==> config.mk <==
export PLATFORM = sky130hd
export DESIGN_NAME = tun_cell
export DESIGN_NICKNAME = d
export VERILOG_FILES = /design/src/tun_pkg.sv /design/src/tun_cell.sv
export SDC_FILE = /design/constraint.sdc
export NUM_CORES = 1
export LEC_CHECK = 0
export ABC_AREA = 0
export BUFFER_PORTS_ARGS = -buffer_cell sky130_fd_sc_hd__buf_2
export CORE_AREA = 2 2 272 274
export CTS_CLUSTER_SIZE = 16
export DETAILED_ROUTE_END_ITERATION = 8
export DIE_AREA = 0 0 274 276
export PLACE_DENSITY = 0.65
export SYNTH_ARGS = -nofsm -noshare
export SYNTH_HDL_FRONTEND = slang
export SYNTH_SLANG_ARGS = --single-unit
==> constraint.sdc <==
create_clock -name clock -period 20.6 [get_ports clock]
set_input_delay 1.03 -clock clock [delete_from_list [all_inputs] [get_ports clock]]
set_output_delay 1.03 -clock clock [all_outputs]
set_load 0.1 [all_outputs]
==> src/tun_pkg.sv <==
package tun_pkg;

   localparam int CoordBits      = 20;
   localparam int NormalFracBits = 14;
   localparam int OutBits        = 16;

   typedef struct packed {
      logic signed [CoordBits-1:0] first_x;
      logic signed [CoordBits-1:0] first_y;
      logic signed [CoordBits-1:0] first_z;
      logic signed [CoordBits-1:0] second_x;
      logic signed [CoordBits-1:0] second_y;
      logic signed [CoordBits-1:0] second_z;
      logic signed [CoordBits-1:0] third_x;
      logic signed [CoordBits-1:0] third_y;
      logic signed [CoordBits-1:0] third_z;
   } tun_req_type;

   typedef struct packed {
      logic signed [OutBits-1:0] normal_x;
      logic signed [OutBits-1:0] normal_y;
      logic signed [OutBits-1:0] normal_z;
      logic                      degenerate;
   } tun_rsp_type;

   typedef struct packed {
      logic valid;
      logic neg;
      logic degen;
   } tun_ctl_type;

endpackage

==> src/tun_cell.sv <==
module tun_cell #(
   parameter int RW   = 140,
   parameter int YW   = 104,
   parameter int SUMW = 88,
   parameter int KW   = 16,
   parameter int BIT  = 0
) (
   input  logic                clock,
   input  logic                reset,
   input  logic                advance,
   input  tun_pkg::tun_ctl_type prev_ctl,
   input  logic [RW-1:0]       prev_r,
   input  logic [YW-1:0]       prev_y,
   input  logic [SUMW-1:0]     prev_s,
   input  logic [KW-1:0]       prev_k,
   output tun_pkg::tun_ctl_type ctl,
   output logic [RW-1:0]       r,
   output logic [YW-1:0]       y,
   output logic [SUMW-1:0]     s,
   output logic [KW-1:0]       k
);

   tun_pkg::tun_ctl_type ctl_ff;
   logic [RW-1:0]   r_ff, r_in, d;
   logic [YW-1:0]   y_ff, y_in;
   logic [SUMW-1:0] s_ff;
   logic [KW-1:0]   k_ff, k_in;
   logic            take;

   always_comb begin
      d    = (RW'(prev_y) << (BIT + 1)) + (RW'(prev_s) << (2 * BIT));
      take = (prev_r >= d);
      r_in = take ? (prev_r - d) : prev_r;
      y_in = take ? (prev_y + (YW'(prev_s) << BIT)) : prev_y;
      k_in = take ? (prev_k | (KW'(1) << BIT)) : prev_k;
   end

   always_ff @(posedge clock) begin
      if (reset) begin
         ctl_ff <= '0;
      end else if (advance) begin
         ctl_ff <= prev_ctl;
      end
   end

   always_ff @(posedge clock) begin
      if (advance) begin
         r_ff <= r_in;
         y_ff <= y_in;
         s_ff <= prev_s;
         k_ff <= k_in;
      end
   end

   assign ctl = ctl_ff;
   assign r   = r_ff;
   assign y   = y_ff;
   assign s   = s_ff;
   assign k   = k_ff;

endmodule

==> metrics.md <==
| Metric | Value |
|---|---|
| Crit. End Element | flip-flop |
| Register area share after synthesis | 0.341 |
| Req. time, crit path | 20970 ps |
| Net count, final | 4777 |
| EDFF count, synth | 348 |
| Top-count cell post-synth | nand2_1 |
| Path depth of the worst reg2reg path | 2 |
| Latest clock arrival within the worst-skew pair | 600 ps |
| Synth Cell Area | 30800 um2 |
| CTS resizes | 0 |
| Reg clk slew, reported paths | 60 ps |
| Area of the multi-input gates | 19200 um2 |
| FF-to-FF End | ctl[1] |
| H-tree Lvls | 2 |
| Final setup TNS | 0 ps |
| Flops & latches, synth | 351 |
| Die Area | 75600 um2 |
| First-pass GRT wire length | 175 mm |
| Ranking of synthesized cells by area | edfxtp_1 34%, ha_1 11%, a21oi_1 5.9% |
| Reg2Reg Setup Slack | 20010 ps |
| IO Count | 705 |
| Register area | 10500 um2 |
| Peak supply drop | 0.0752 mV |
| Via density | 5.86 |
| Setup-failing EPs final | 0 |
| Worst-margin pin slew | 1060 ps |
| WHS Endpoint | ctl[2] |
| Area growth syn-to-layout | 17.9% |
| # placed instances | 5051 |
| Fill cells | 7147 |
| Pwr dens | 110 nW/um2 |
| PortBufs | 704 |
| Syn avg cell area | 8.68 um2 |
| HPWL after DPL | 96.4 mm |
| Outcome | complete, no violations |
| Predominant post-synthesis flop cell | edfxtp_1 |
| WL/cell | 22.9 um |
| Overall Global Routing Usage | 0.299 |
| Initial antenna violation count | 31 |
| Die height | 276 um |
| # clock sinks | 351 |
| Netlist cell types | 83 |
| Share of cells above drive strength 1 | 0.200 |
| Drt drc | 0 |
| Routability cong. | 0.992 |
| Area share of the leading cell type in the synthesized netlist | 0.339 |
| Setup Buffers After CTS | 0 |
| Start of the worst register-to-register path | ctl[1] |
| Crit share post-route | 0.450 |
| CTS Buf Count | 45 |
| Min-Delay Path Class | reg -> reg |
| Die width | 274 um |
| Worst Path Arrival | 9630 ps |
| Post-Synthesis Cells | 3551 |
| CTS tree | done |
| Async SR Flop Fraction | 0 |
| Static leakage | 0.0150 uW |
| Fin. Hold Viols | 0 |
| Fmax | 108 MHz |
| Tmin final | 9260 ps |
| Post-Route WL | 118 mm |
| Finished Layout Cells | 5148 |
| Worst Path Max Fanout | 82 |
| Clock root buffer | clkbuf_16 |
| Core footprint | 72600 um2 |
| Max Slew Vio Count | 0 |
| Critical path's largest stage delay | 750 ps |
| RSZ-0062 raised after global routing | false |
| Net Count, Synth | 4189 |
| Crit-path slowest cell | o31ai_1 |
| Clock skew | 0 ps |
| Vias in the first global route | 28742 |
| Initial DRC count | 2552 |
| WHS Path Cells | 2 |
| Initial Utilization | 0.425 |
| DRT Pass-1 Iters | 5 |
| Via count | 30143 |
| Cell Rows | 99 |
| MaxCap Viol Count | 0 |
| Global route overflow | 0 |
| Hold slack | 491 ps |
| Post-detailed-route count of antenna-violating nets | 0 |
| Kind of critical path | in -> reg |
| Hold path start | ctl[2] |
| Post-synth top area cell | edfxtp_1 |
| Worst slack, placed | 10840 ps |
| Startpoint Class | input port |
| Synth Warn # | 0 |
| Setup WS post-layout | 11340 ps |
| Final Total Pwr | 3990 uW |
| Slew margin rel. | 0.291 |
| Clock Path Buffers | 3 |
| Post-CTS Hold Fix Bufs | 0 |
| Largest net degree at the start of global routing | 257 |
| Commonest cells post-synth | 446 x nand2_1, 364 x a21oi_1, 348 x edfxtp_1 |
## report_power, final
group          total [uW]  switching (uW)  internal [uW]
combinational        2190            1690            503
clock                 789             345            444
sequential           1010            45.5            962
total                3990            2080           1910
## layout make-up
cell class | count | share of cell area
sequential | 351 | 0.289
clock buffer | 51 | 0.0316
multi-input combinational | 2931 | 0.528
antenna | 17 | 0.00117
tap | 959 | 0.0330
timing repair buffer | 714 | 0.0996
inverter | 96 | 0.00991
clock inverter | 29 | 0.00788
## registers in the layout (all words and copies together), names as in the netlist
name and count:
y 104, s 88, ctl 3, r 140, k 16
## worst max path at each step
stage / from / endpoint / slack (ps) / cells after the start
2_1_floorplan: prev_y[0] / r[127] / 13280 / 31
3_3_place_gp: prev_y[2] / r[127] / 11060 / 30
3_5_place_dp: prev_s[1] / r[139] / 10840 / 31
4_1_cts: prev_s[1] / r[139] / 11430 / 31
5_1_grt: prev_s[1] / r[139] / 10660 / 32
6_report: prev_s[1] / r[139] / 11340 / 31
## critical path, delay by kind of cell
kind | cells | cell delay (ps)
buffers and inverters | 3 | 580
XOR/XNOR | 1 | 140
AO/OA/AOI/OAI | 12 | 3930
AND/OR/NAND/NOR | 12 | 2810
adder cells (fa/ha/maj) | 3 | 1090
## kinds of logic (layout without fill, tap and decap cells)
family / after synthesis / after routing / synth area share
and+or+nand+nor: 1076 / 1076 / 0.163
xor gates and xnor gates: 331 / 331 / 0.0940
muxes: 15 / 15 / 0.00536
AOI/OAI and AO/OA: 1225 / 1225 / 0.244
other: 0 / 17 / 0
adders and majority gates: 284 / 284 / 0.116
buffers and inverters: 269 / 890 / 0.0368
DFF: 351 / 351 / 0.341
## cell usage in the layout, fill, tap and decap left out, types with 18 or more instances in the layout
| cell | instances |
|---|---|
| a21boi_0 | 18 |
| clkbuf_16 | 45 |
| nand2b_1 | 31 |
| xor2_1 | 151 |
| nor2b_1 | 22 |
| and2_1 | 23 |
| ha_1 | 281 |
| nor3_1 | 58 |
| and3_1 | 20 |
| a21o_1 | 137 |
| buf_2 | 703 |
| nor4_1 | 38 |
| o31ai_1 | 29 |
| inv_1 | 96 |
| a21oi_1 | 364 |
| o21ai_0 | 272 |
| nor2_1 | 203 |
| o21bai_1 | 84 |
| o21ai_1 | 106 |
| nand4_1 | 106 |
| a211oi_1 | 24 |
| nand2_1 | 446 |
| o21a_1 | 36 |
| xnor2_1 | 180 |
| a31oi_1 | 31 |
| edfxtp_1 | 348 |
| or3_1 | 21 |
| nand3_1 | 57 |
## per-layer routing
metal	vias to the layer above	global-route usage	share of wire
met5	-	0	0.0010
met4	18	0.102	0.035
met3	206	0.0541	0.079
met2	1247	0.485	0.46
met1	14239	0.400	0.43
li1	14433	-	-
## metrics by stage
step                      utilization  area, um2
after floorplan                     -      30800
after global placement          0.481      34900
after detailed placement        0.481      34900
after CTS                       0.501      36300
after global routing            0.501      36400
final                           0.501      36400
Note: power is estimated with default switching activity, not from simulation.
